### config.mk
export PLATFORM = sky130hd
export DESIGN_NAME = fmtsg_phase
export DESIGN_NICKNAME = d
export VERILOG_FILES = /design/src/sv/fm_tone_sample_generator_core_assert.svh /design/src/sv/fmtsg_pkg.sv /design/src/sv/fmtsg_phase.sv
export SDC_FILE = /design/constraint.sdc
export NUM_CORES = 2
export LEC_CHECK = 0
export BUFFER_PORTS_ARGS = -buffer_cell sky130_fd_sc_hd__buf_2
export CORE_MARGIN = 10
export CORE_UTILIZATION = 60
export DETAILED_ROUTE_END_ITERATION = 10
export PLACE_DENSITY = 0.85
export SETUP_SLACK_MARGIN = 0.05
export SLEW_MARGIN = 15
export SYNTH_ARGS = -nofsm -noshare
export SYNTH_HDL_FRONTEND = slang
export SYNTH_SLANG_ARGS = --single-unit
### constraint.sdc
create_clock -name clk -period 26.4 [get_ports clk]
set_input_delay 5.28 -clock clk [delete_from_list [all_inputs] [get_ports clk]]
set_output_delay 5.28 -clock clk [all_outputs]
set_load 0.01 [all_outputs]
### src/sv/fm_tone_sample_generator_core_assert.svh
// Assertion helpers for the FM tone sample generator.
// Both expect clk and rst_n in scope; checks are off while in reset.
`ifndef FM_TONE_SAMPLE_GENERATOR_CORE_ASSERT_SVH
`define FM_TONE_SAMPLE_GENERATOR_CORE_ASSERT_SVH

// Same-cycle implication
`define FMTSG_ASSERT_IMP(lbl, ante, cons, msg) \
  lbl: assert property (@(posedge clk) disable iff (!rst_n) (ante) |-> (cons)) \
    else $error(msg);

// Next-cycle implication
`define FMTSG_ASSERT_NXT(lbl, ante, cons, msg) \
  lbl: assert property (@(posedge clk) disable iff (!rst_n) (ante) |=> (cons)) \
    else $error(msg);

`endif

### src/sv/fmtsg_pkg.sv
`timescale 1ns / 1ps

package fmtsg_pkg;

  // Configuration register indexes
  localparam int CFG_IDX_W = 3;
  localparam logic [CFG_IDX_W-1:0] REG_CARRIER_STEP   = 3'd0;
  localparam logic [CFG_IDX_W-1:0] REG_CARRIER_OFFSET = 3'd1;
  localparam logic [CFG_IDX_W-1:0] REG_SIGNAL_STEP    = 3'd2;
  localparam logic [CFG_IDX_W-1:0] REG_SIGNAL_OFFSET  = 3'd3;
  localparam logic [CFG_IDX_W-1:0] REG_DEVIATION      = 3'd4;
  localparam logic [CFG_IDX_W-1:0] REG_AMPLITUDE      = 3'd5;
  localparam logic [CFG_IDX_W-1:0] REG_START_INDEX    = 3'd6;
  localparam logic [CFG_IDX_W-1:0] REG_STOP_INDEX     = 3'd7;

  // Register file contents
  typedef struct packed {
    logic [31:0] carrier_step;
    logic [31:0] carrier_offset;
    logic [31:0] signal_step;
    logic [31:0] signal_offset;
    logic [31:0] deviation;
    logic [31:0] amplitude;
    logic [31:0] start_index;
    logic [31:0] stop_index;
  } fmtsg_cfg_t;

  localparam fmtsg_cfg_t CFG_RESET = '{
    carrier_step:   32'd0,
    carrier_offset: 32'd0,
    signal_step:    32'd4294967,
    signal_offset:  32'd0,
    deviation:      32'd2670177,
    amplitude:      32'd14654,
    start_index:    32'd0,
    stop_index:     32'd1
  };

  // Pi/2 in Q30
  localparam logic [63:0] HALF_PI_Q30 = 64'd1686629713;

  // Quarter-wave sine entry k, evaluated at elaboration only.
  // Taylor series in Q30, nine terms, truncating at each step.
  function automatic logic [31:0] qtab_entry(input int unsigned k,
                                             input int unsigned abits,
                                             input int unsigned tbits);
    logic [63:0] x;
    logic [63:0] x2;
    logic [63:0] term;
    logic [63:0] sum;
    logic [63:0] p;
    logic [63:0] full;
    logic [63:0] val;
    x    = (HALF_PI_Q30 * 64'(k)) >> abits;
    x2   = (x * x) >> 30;
    term = x;
    sum  = x;
    for (int n = 1; n <= 8; n++) begin
      p = (term * x2) >> 30;
      case (n)
        1:       term = p / 6;
        2:       term = p / 20;
        3:       term = p / 42;
        4:       term = p / 72;
        5:       term = p / 110;
        6:       term = p / 156;
        7:       term = p / 210;
        default: term = p / 272;
      endcase
      if (n % 2 == 1) begin
        sum = (term > sum) ? 64'd0 : sum - term;
      end else begin
        sum = sum + term;
      end
    end
    full = 64'd1 << (tbits - 1);
    val  = (sum * full + (64'd1 << 29)) >> 30;
    if (val > full) begin
      val = full;
    end
    return val[31:0];
  endfunction

endpackage

### src/sv/fmtsg_phase.sv
`timescale 1ns / 1ps

// Stages 1 and 2: window check and offset index, then both phase multiply-adds.
module fmtsg_phase (
  input  logic                  clk,
  input  logic                  en1,
  input  logic                  en2,
  input  fmtsg_pkg::fmtsg_cfg_t cfg,
  input  logic [31:0]           idx,
  output logic [31:0]           pc_r,
  output logic [31:0]           ps_r,
  output logic                  on_r
);
  import fmtsg_pkg::*;

  logic [31:0] n_r;
  logic [31:0] n_nxt;
  logic        on1_r;
  logic        on1_nxt;
  logic [31:0] pc_nxt;
  logic [31:0] ps_nxt;

  // Stage 1: window and index relative to start
  assign on1_nxt = (idx >= cfg.start_index) && (idx <= cfg.stop_index);
  assign n_nxt   = idx - cfg.start_index;

  // Stage 2: phase = n * step + offset, mod 2^32
  assign pc_nxt = n_r * cfg.carrier_step + cfg.carrier_offset;
  assign ps_nxt = n_r * cfg.signal_step + cfg.signal_offset;

  always_ff @(posedge clk) begin
    if (en1) begin
      n_r   <= n_nxt;
      on1_r <= on1_nxt;
    end
    if (en2) begin
      pc_r <= pc_nxt;
      ps_r <= ps_nxt;
      on_r <= on1_r;
    end
  end

endmodule

==> results.py <==
metrics = {
    "status": {
        "status": "completed",
    },
    "drt": {
        "routed_wirelength_um": 103000,
        "highest-signal-layer": "met5",
        "wl_met2_um": 50100,
        "m1WireLength_um": 38300,
        "antenna_left": 0,
        "drtPass1Iterations": 6,
        "wl_per_cell_um": 19.5,
        "drt_iter0_markers": 2202,
        "wl_met3_um": 8840,
        "drc": 0,
        "viasPerCell": 5.58,
        "num_vias": 29500,
    },
    "timing": {
        "min_period_ns": 12.62,
        "drv_slew": 0,
        "rsz0062_at_grt": "no",
        "fin_skew_ns": 0.0237,
        "worstMarginPinSlew_ns": 0.811,
        "slew-limit-headroom_pct": 45.9,
        "period_share_pct": 47.8,
        "setup_violations": 0,
        "finalHoldViolations": 0,
        "clock.fmax_mhz": 79.3,
        "setup_tns_ns": 0,
    },
    "cells_and_area": {
        "multi_input_area_um2": 31600,
        "synthToLayoutAreaGrowth_pct": 6.00,
        "fin_nets": 5892,
        "register_area_um2": 2940,
        "drive_gt1_share_pct": 8.26,
        "fill_cells": 5019,
    },
    "logic_synthesis": {
        "async_flop_share_pct": 0,
        "postSynthAreaPerCell_um2": 9.19,
        "syn_area_um2": 39300,
        "synth_commonest_cells": "1069 x inv_1, 877 x fa_1, 627 x and2_1, 479 x nand2_1, 312 x ha_1",
        "ys_seq_area_share_pct": 7.49,
        "synth_area_leaders": "fa_1 45%, inv_1 10%, and2_1 10%",
        "synth.distinct_cells": 73,
        "syn_nets": 5755,
        "yosysMostFrequentCell": "inv_1",
        "synth_top_area_cell": "fa_1",
        "ys.warnings.count": 0,
        "synth_ff_type": "edfxtp_1",
        "synth_edf_count": 98,
        "ys_ff_latch": 98,
        "synthCells": 4275,
        "synth_top_cell_area_share_pct": 44.7,
    },
    "grt": {
        "track_usage_pct": 28.4,
        "grt_first_pass_wirelength_um": 170000,
        "grt_max_degree": 63,
        "antenna_found_initial": 14,
        "grt_pass1_vias": 33100,
        "grt_overflow_total": 0,
    },
    "setup_path": {
        "cp-start-kind": "input pin",
        "arrival_ns": 12.77,
        "crit_fanout": 32,
        "endpoint_kind": "flip-flop",
        "criticalPathCategory": "input pin to flip-flop",
        "critPathRequiredTime_ns": 26.55,
    },
    "placed_design": {
        "place.gp.congestion": 0.900,
        "io_buffers": 291,
        "dpl.hpwl_um": 79200,
    },
    "floorplan": {
        "dieArea_um2": 76100,
        "die_y_um": 276,
        "initial_core_util_pct": 60.8,
        "io_pins": 356,
        "std_cell_rows": 93,
        "core_area_um2": 64600,
        "die_width_um": 276,
    },
    "clock_tree": {
        "cts-resized-gates": 0,
        "holdBufCountCts": 0,
        "cts_buffers": 9,
        "cts.clk_slew.worst_paths_ns": 0.08,
        "cts_buffer_depth": 2,
        "htree_levels": 3,
        "clk_latency_ns": 0.42,
        "clkSinkCount": 98,
        "cts_setup_buffers": 0,
        "cts_root_buf": "clkbuf_16",
        "cts_tree": "built",
    },
    "run": {
        "cap_violations": 0,
    },
    "hold_path": {
        "hold_class": "flip-flop to flip-flop",
    },
}
## cells in the final DEF, fill, tap and decap left out, types with 12 or more instances in the layout
master	instances
inv_1	1069
fa_1	877
and2_1	627
nand2_1	479
ha_1	312
buf_2	290
xnor2_1	151
edfxtp_1	98
a21oi_1	68
nor2_1	48
xor2_1	41
o21ai_0	37
a21o_1	37
buf_4	31
nand3_1	23
nor3_1	23
nand2b_1	14
nand4_1	12
a31oi_1	12
## final cells by class
| type | instances | share of cell area, % |
|---|---|---|
| multi-input cells | 2913 | 75.8 |
| inverters | 1069 | 9.64 |
| flip-flops and latches | 98 | 7.07 |
| repair buffers | 321 | 4.04 |
| well taps | 855 | 2.57 |
| clock buffers | 9 | 0.541 |
| clock inverters | 7 | 0.249 |
| diodes | 7 | 0.0421 |
## state kept, by name, summed over array words and instances (netlist names)
name	cells
n_r	32
on1_r	1
on_r	1
ps_r	32
pc_r	32
## critical path, cell delays in order
cell and delay (ns):
buf_2 0.58, and2_1 0.28, fa_1 0.45, fa_1 0.52, fa_1 0.50, inv_1 0.05
fa_1 0.53, inv_1 0.05, fa_1 0.49, fa_1 0.48, fa_1 0.53, inv_1 0.05
fa_1 0.50, inv_1 0.05, ha_1 0.41, a21oi_1 0.10, o21ai_0 0.59, o21ai_0 0.39
o31ai_2 0.52, a211oi_1 0.21, xnor2_1 0.17
## layer usage
layer / track usage, % / up-vias
met4: 14.4 / 14
met2: 47.3 / 1453
li1: - / 12800
met1: 34.9 / 14900
met3: 5.66 / 333
met5: 0 / -
## stage by stage
| stage | cell area [µm²] | hold slack [ns] | util, % | std cells | setup WS [ns] |
|---|---|---|---|---|---|
| after detailed placement | 41300 | 0.435 | 63.9 | 5256 | 13.49 |
| after global routing | 41600 | 0.448 | 64.5 | 5277 | 13.52 |
| after CTS | 41600 | 0.442 | 64.4 | 5272 | 13.88 |
| after floorplan | 39300 | 0.400 | - | 4275 | 14.43 |
| after global placement | 41300 | 0.407 | 63.9 | 5256 | 13.57 |
| final | 41600 | 0.434 | 64.5 | 5279 | 13.78 |
## logic make-up (layout without fill, tap and decap cells)
| group | count (synthesis) | in the layout | share of synthesized area, % |
|---|---|---|---|
| other | 0 | 7 | 0 |
| DFF | 98 | 98 | 7.49 |
| and+or+nand+nor | 1276 | 1276 | 17.0 |
| buffers and inverters | 1264 | 1406 | 12.1 |
| AOI/OAI and AO/OA | 256 | 256 | 4.44 |
| adders and majority gates | 1189 | 1189 | 54.6 |
| xor gates and xnor gates | 192 | 192 | 4.28 |
## final timing paths
path | cells after the start | from | end | slack, ns
worst max-delay path | 21 | cfg[160] | ps_r[31]$_DFFE_PP_ | 13.78
worst min register to register | 0 | on1_r$_DFFE_PP_ | on_r$_DFFE_PP_ | 0.43
worst max register to register | 21 | n_r[12]$_DFFE_PP_ | ps_r[31]$_DFFE_PP_ | 18.50
worst min-delay path | 0 | on1_r$_DFFE_PP_ | on_r$_DFFE_PP_ | 0.43
Power is not shown: default switching activity piles up to over one toggle a cycle in this logic, so the estimate is an artifact.
