File: config.mk
export PLATFORM = sky130hd
export DESIGN_NAME = fmtsg_cfg_regs
export DESIGN_NICKNAME = d
export VERILOG_FILES = /design/src/sv/fm_tone_sample_generator_core_assert.svh /design/src/sv/fmtsg_pkg.sv /design/src/sv/fmtsg_cfg_regs.sv
export SDC_FILE = /design/constraint.sdc
export NUM_CORES = 1
export LEC_CHECK = 0
export BUFFER_PORTS_ARGS = -buffer_cell sky130_fd_sc_hd__buf_4
export CAP_MARGIN = 40
export CORE_ASPECT_RATIO = 0.9
export CORE_MARGIN = 3
export CORE_UTILIZATION = 51
export DETAILED_ROUTE_END_ITERATION = 10
export GPL_ROUTABILITY_DRIVEN = 0
export PLACE_DENSITY = 0.81
export SLEW_MARGIN = 25
export SYNTH_ARGS = -nofsm -noshare
export SYNTH_HDL_FRONTEND = slang
export SYNTH_SLANG_ARGS = --single-unit
File: constraint.sdc
create_clock -name clk -period 1.35 [get_ports clk]
set_input_delay 0.0675 -clock clk [delete_from_list [all_inputs] [get_ports clk]]
set_output_delay 0.0675 -clock clk [all_outputs]
set_load 0.02 [all_outputs]
File: src/sv/fm_tone_sample_generator_core_assert.svh
// Assertion helpers for the FM tone sample generator.
// Both expect clk and rst_n in scope; checks are off while in reset.
`ifndef FM_TONE_SAMPLE_GENERATOR_CORE_ASSERT_SVH
`define FM_TONE_SAMPLE_GENERATOR_CORE_ASSERT_SVH

// Same-cycle implication
`define FMTSG_ASSERT_IMP(lbl, ante, cons, msg) \
  lbl: assert property (@(posedge clk) disable iff (!rst_n) (ante) |-> (cons)) \
    else $error(msg);

// Next-cycle implication
`define FMTSG_ASSERT_NXT(lbl, ante, cons, msg) \
  lbl: assert property (@(posedge clk) disable iff (!rst_n) (ante) |=> (cons)) \
    else $error(msg);

`endif

File: src/sv/fmtsg_pkg.sv
`timescale 1ns / 1ps

package fmtsg_pkg;

  // Configuration register indexes
  localparam int CFG_IDX_W = 3;
  localparam logic [CFG_IDX_W-1:0] REG_CARRIER_STEP   = 3'd0;
  localparam logic [CFG_IDX_W-1:0] REG_CARRIER_OFFSET = 3'd1;
  localparam logic [CFG_IDX_W-1:0] REG_SIGNAL_STEP    = 3'd2;
  localparam logic [CFG_IDX_W-1:0] REG_SIGNAL_OFFSET  = 3'd3;
  localparam logic [CFG_IDX_W-1:0] REG_DEVIATION      = 3'd4;
  localparam logic [CFG_IDX_W-1:0] REG_AMPLITUDE      = 3'd5;
  localparam logic [CFG_IDX_W-1:0] REG_START_INDEX    = 3'd6;
  localparam logic [CFG_IDX_W-1:0] REG_STOP_INDEX     = 3'd7;

  // Register file contents
  typedef struct packed {
    logic [31:0] carrier_step;
    logic [31:0] carrier_offset;
    logic [31:0] signal_step;
    logic [31:0] signal_offset;
    logic [31:0] deviation;
    logic [31:0] amplitude;
    logic [31:0] start_index;
    logic [31:0] stop_index;
  } fmtsg_cfg_t;

  localparam fmtsg_cfg_t CFG_RESET = '{
    carrier_step:   32'd0,
    carrier_offset: 32'd0,
    signal_step:    32'd4294967,
    signal_offset:  32'd0,
    deviation:      32'd2670177,
    amplitude:      32'd14654,
    start_index:    32'd0,
    stop_index:     32'd1
  };

  // Pi/2 in Q30
  localparam logic [63:0] HALF_PI_Q30 = 64'd1686629713;

  // Quarter-wave sine entry k, evaluated at elaboration only.
  // Taylor series in Q30, nine terms, truncating at each step.
  function automatic logic [31:0] qtab_entry(input int unsigned k,
                                             input int unsigned abits,
                                             input int unsigned tbits);
    logic [63:0] x;
    logic [63:0] x2;
    logic [63:0] term;
    logic [63:0] sum;
    logic [63:0] p;
    logic [63:0] full;
    logic [63:0] val;
    x    = (HALF_PI_Q30 * 64'(k)) >> abits;
    x2   = (x * x) >> 30;
    term = x;
    sum  = x;
    for (int n = 1; n <= 8; n++) begin
      p = (term * x2) >> 30;
      case (n)
        1:       term = p / 6;
        2:       term = p / 20;
        3:       term = p / 42;
        4:       term = p / 72;
        5:       term = p / 110;
        6:       term = p / 156;
        7:       term = p / 210;
        default: term = p / 272;
      endcase
      if (n % 2 == 1) begin
        sum = (term > sum) ? 64'd0 : sum - term;
      end else begin
        sum = sum + term;
      end
    end
    full = 64'd1 << (tbits - 1);
    val  = (sum * full + (64'd1 << 29)) >> 30;
    if (val > full) begin
      val = full;
    end
    return val[31:0];
  endfunction

endpackage

File: src/sv/fmtsg_cfg_regs.sv
`timescale 1ns / 1ps

module fmtsg_cfg_regs (
  input  logic                           clk,
  input  logic                           rst_n,
  input  logic                           wr_en,
  input  logic [fmtsg_pkg::CFG_IDX_W-1:0] wr_index,
  input  logic [31:0]                    wr_data,
  output fmtsg_pkg::fmtsg_cfg_t          cfg_r
);
  import fmtsg_pkg::*;

  fmtsg_cfg_t cfg_nxt;

  // Register write decode
  always_comb begin
    cfg_nxt = cfg_r;
    if (wr_en) begin
      case (wr_index)
        REG_CARRIER_STEP:   cfg_nxt.carrier_step   = wr_data;
        REG_CARRIER_OFFSET: cfg_nxt.carrier_offset = wr_data;
        REG_SIGNAL_STEP:    cfg_nxt.signal_step    = wr_data;
        REG_SIGNAL_OFFSET:  cfg_nxt.signal_offset  = wr_data;
        REG_DEVIATION:      cfg_nxt.deviation      = wr_data;
        REG_AMPLITUDE:      cfg_nxt.amplitude      = wr_data;
        REG_START_INDEX:    cfg_nxt.start_index    = wr_data;
        REG_STOP_INDEX:     cfg_nxt.stop_index     = wr_data;
        default:            cfg_nxt = cfg_r;
      endcase
    end
  end

  always_ff @(posedge clk) begin
    if (!rst_n) begin
      cfg_r <= CFG_RESET;
    end else begin
      cfg_r <= cfg_nxt;
    end
  end

endmodule

==> impl_metrics.toml, run 1 <==
[cts]
clkSinkCount = 256
cts_made_buffers = 26
cts_setup_buffers = 0
hold_buffers = 21
htreeDepth = 1
ctsResizeCount = 0
clk_path_buf_depth = 3
cts.clk_slew.worst_paths_ns = 0.06
cts_tree = "built"
worst_skew_pair.late_latency_ns = 0.51
root_buffer = "clkbuf_16"

[synth]
synth-edff-count = 0
synth.most_common_cell = "nand2_1"
ys_types = 15
ys_top_cells_by_area = "dfxtp_1, mux2i_1, nand2_1, nor2b_1, buf_2"
syn_area_per_cell_sq_um = 10.6
synth_common_cells = "nand2_1, dfxtp_1, mux2i_1"
synth_fp_nets = 931
async_reset_ff_frac = 0
synthFlopType = "dfxtp_1"
ys_ff_latch = 256
synth.cell_area_sq_um = 9430
ys_seq_area_frac = 0.544
synth_warnings = 0
syn_inst = 893
yosysTopAreaCell = "dfxtp_1"
yosysTopAreaCellShare = 0.544

[layout]
antenna_cells = 0
largest_registers = "cfg_r: 256 flops"
largest_reg_flops = 256
largest-register = "cfg_r"
drive_gt1_frac = 0.306
fill_cells = 1298
synthToLayoutAreaGrowth_pct = 38.9
final_nets = 1247

[routing]
drt_iter0_drc = 306
num_vias = 7487
top_layer = "met4"
met3_wirelength_um = 2380
via_per_inst = 5.10
met1_length_um = 11500
route.met2.wl_um = 13000
route.detailed.drc = 0
drt_pass1_iterations = 4
postRouteAntennaNets = 0
totalWireLength_um = 27700
route.detailed.wl_per_inst_um = 18.9

[die]
initial_core_util = 0.527
die_h_um = 135
die_area_sq_um = 20200
die_w_um = 149
coreArea_sq_um = 17900
ioPinCount = 294
rows = 46

[place]
place.port_buffers = 293
pre_cts_ws_ns = 0.101
dpl.hpwl_um = 19100

[critical_path]
ff2ff_path_depth = 2
cp_max_fo = 37
required_ns = 1.78
cp-start-kind = "input port"
worstPathArrival_ns = 1.72
cp-end-kind = "register"
rr_startpoint = "cfg_r[207]"
crit_start = "rst_n"
path_class = "input port to register"

[status]
outcome = "complete, no violations"

[pwr]
p_leak_nw = 6.53
power.density_nw_per_um2 = 1240
ir_worst_vdd_uv = 782

[flow_run]
maxCapViolCount = 0

[sta]
slew_headroom = 0.677
tns_ns = 0
max_freq_mhz = 775
period_share = 0.956
worstMarginPinSlew_ns = 0.484
hold_viol = 0
clock-skew-final_ns = 0
rsz0062_at_grt = "false"
final-max-slew-violation-count = 0
final-setup-viol-count = 0
setup_ws_ns = 0.0597
min_period_ns = 1.29

[global_route]
antenna_found_initial = 0
grt_use_total = 0.263
grt_first_pass_wirelength_um = 42100
grt_max_degree = 38
grt_overflow = 0
grt_pass1_vias = 7379

[worst_hold_path]
worstHoldStart = "wr_data[29]"
hold_depth = 3
hp-class = "input port to register"
==> report_power, final <==
group	switching (mW)	internal, mW	total, mW
clock	2.86	4.08	6.94
combinational	0.818	0.605	1.42
sequential	0.100	7.72	7.82
==> placed cells by master, fill, tap and decap left out <==
cell           synthesis  layout
dlygate4sd3_1          0      21
clkbuf_16              0      27
nor4bb_4               0       2
clkinv_2               0       2
clkbuf_8               0       5
nand4_1                1       1
nor4bb_2               0       1
nor4b_4                1       1
dfxtp_1              256     256
nor2b_1               49      49
bufinv_16              0       1
clkinv_4               0       1
nand4b_1               2       2
nand2_1              257     257
buf_12                 0      10
nand4b_4               0       1
clkbuf_1              25       9
mux2i_1              256     256
clkinvlp_4             0       2
buf_4                  5     321
nand4bb_2              0       2
==> metrics by stage <==
stage                     total power [mW]  cell area [sq um]  hold slack (ns)  utilization  std cells
after global placement                9.33              12100            0.336        0.673       1400
after floorplan                       8.72               9430            0.228            -        893
after global routing                  16.7              13100           0.0418        0.731       1467
after CTS                             16.3              13100           0.0110        0.731       1467
final                                 16.2              13100           0.0317        0.731       1467
after detailed placement              9.35              12100            0.344        0.673       1400
==> logic make-up after synthesis <==
| logic type | count (synthesis) | share of synthesized area |
|---|---|---|
| and+or+nand+nor | 316 | 0.147 |
| DFF | 256 | 0.544 |
| muxes | 256 | 0.272 |
| buffers and inverters | 65 | 0.0374 |
==> worst paths after layout <==
check	slack [ns]	endpoint
setup / recovery	0.06	cfg_r[222]
hold / removal	0.03	cfg_r[61]
setup reg to reg	0.65	cfg_r[207]
hold reg to reg	0.46	cfg_r[235]
==> routing by layer <==
| metal | vias to the layer above | GRT usage |
|---|---|---|
| met5 | - | 0 |
| met4 | 0 | 0.0747 |
| met3 | 53 | 0.0728 |
| met2 | 282 | 0.439 |
| met1 | 3588 | 0.337 |
| li1 | 3564 | - |
==> critical path, cell delays in order <==
cell	delay [ns]
dlygate4sd3_1	0.57
clkbuf_8	0.32
buf_12	0.26
nand2_1	0.26
mux2i_1	0.24
==> final cells by class <==
cell class | instances | area (sq um) | area share
Clock inverter | 6 | 63.8 | 0.00487
Multi-Input combinational cell | 572 | 4000 | 0.306
Timing Repair Buffer | 353 | 2830 | 0.216
Sequential cell | 256 | 5120 | 0.391
Tap cell | 240 | 300 | 0.0229
Clock buffer | 40 | 764 | 0.0584
No activity file was read; power rests on OpenSTA's default activity.
==> run 2, diff against run 1 <==
CORE_MARGIN = 1   (was 3)
==> impl_metrics.toml, run 2 (synthesis results as in run 1) <==
[pwr]
ir_worst_vdd_uv = 1030
power_frac_seq = 0.478
internal-power_mw = 12.6
p_leak_nw = 6.55
power_mw = 16.4
sw_frac_of_total = 0.233
switchingPower_mw = 3.82
power_frac_comb = 0.087
power.density_nw_per_um2 = 1250
p_clk_frac = 0.435

[routing]
postRouteAntennaNets = 0
route.detailed.wl_per_inst_um = 18.4
route.detailed.drc = 0
totalWireLength_um = 27000
via_per_inst = 5.13
num_vias = 7509
drt_pass1_iterations = 4
drt_iter0_drc = 244

[cts]
cts.clk_slew.worst_paths_ns = 0.06
cts_tree = "built"
ctsResizeCount = 0
htreeDepth = 1
worst_skew_pair.late_latency_ns = 0.51
clk_path_buf_depth = 3
cts_setup_buffers = 0
cts_made_buffers = 26
root_buffer = "clkbuf_16"
clkSinkCount = 256
hold_buffers = 19

[layout]
antenna_cells = 0
drive_gt1_frac = 0.309
largest_registers = "cfg_r: 256 flops"
final_util = 0.736
largest-register = "cfg_r"
stdcell_area_sq_um = 13100
final_cell_mix = "buf_4, nand2_1, mux2i_1, dfxtp_1, nor2b_1"
largest_reg_flops = 256
final_nets = 1244
mostFrequentLayoutCell = "buf_4"
synthToLayoutAreaGrowth_pct = 39.4
instances_no_fill = 1464
fill_cells = 1315

[global_route]
grt_first_pass_wirelength_um = 41100
grt_overflow = 0
grt_use_total = 0.275
grt_pass1_vias = 7429
grt_max_degree = 43
antenna_found_initial = 0

[sta]
final-setup-viol-count = 0
worstMarginPinSlew_ns = 0.516
tns_ns = 0
final-max-slew-violation-count = 0
hold_viol = 0
min_period_ns = 1.20
period_share = 0.889
slew_headroom = 0.655
rsz0062_at_grt = "false"
max_freq_mhz = 833
clock-skew-final_ns = 0
fin_hold_ws_ns = 0.00861
setup_ws_ns = 0.150

[die]
ioPinCount = 294
die_w_um = 145
coreArea_sq_um = 17800
initial_core_util = 0.528
rows = 46
die_h_um = 131
die_area_sq_um = 19000

[critical_path]
rr_startpoint = "cfg_r[115]"
cp-start-kind = "input port"
crit_start = "rst_n"
ff2ff_path_depth = 2
cp_max_fo = 42
path_class = "input port to register"
reg2reg_setup_slack_ns = 0.69
rr_endpoint = "cfg_r[115]"
worstPathArrival_ns = 1.64
required_ns = 1.79
critical_path.endpoint = "cfg_r[36]"
cp-end-kind = "register"

[worst_hold_path]
hp-class = "input port to register"

[place]
place.port_buffers = 293
dpl.hpwl_um = 18600
postPlaceCellArea_sq_um = 12100
placed_cells = 1399
pre_cts_ws_ns = 0.102

[status]
outcome = "complete, no violations"

[flow_run]
maxCapViolCount = 0
## run 2: final cells by class
cell class              count  area (sq um)  area share
flip-flops and latches    256          5120       0.390
multi-input cells         572          4020       0.306
repair buffers            350          2840       0.216
clock buffers              40           795      0.0605
well taps                 240           300      0.0229
clock inverters             6          60.1     0.00457
## run 2: how the worst min path moves through the flow
stage / startpoint / end / slack (ns) / cells after the start
3_5_place_dp: wr_data[22] / cfg_r[182] / 0.34 / 3
3_3_place_gp: wr_data[6] / cfg_r[102] / 0.33 / 3
5_1_grt: wr_data[25] / cfg_r[153] / 0.02 / 3
6_report: wr_data[29] / cfg_r[93] / 0.009 / 3
4_1_cts: wr_data[29] / cfg_r[125] / 0.007 / 3
2_1_floorplan: wr_data[3] / cfg_r[67] / 0.23 / 2
## run 2: per-layer routing
| metal | routed length [um] | vias up | track usage |
|---|---|---|---|
| li1 | - | 3581 | - |
| met1 | 11500 | 3579 | 0.344 |
| met2 | 12500 | 289 | 0.454 |
| met3 | 2110 | 60 | 0.0729 |
| met4 | 937 | 0 | 0.115 |
| met5 | 0 | - | 0 |
## run 2: power by group through the flow
stage	Sequential [mW]	Clock, mW	Combinational [mW]
after floorplan	8.17	0	0.548
after global placement	7.98	0	1.36
after detailed placement	7.98	0	1.38
after CTS	7.82	7.18	1.43
after global routing	7.83	7.49	1.51
final	7.82	7.13	1.42
## run 2: worst max-delay path, cell delays in order
cell and delay, ns:
dlygate4sd3_1 0.54, clkbuf_8 0.31, buf_12 0.22, nand2_1 0.25, mux2i_1 0.22
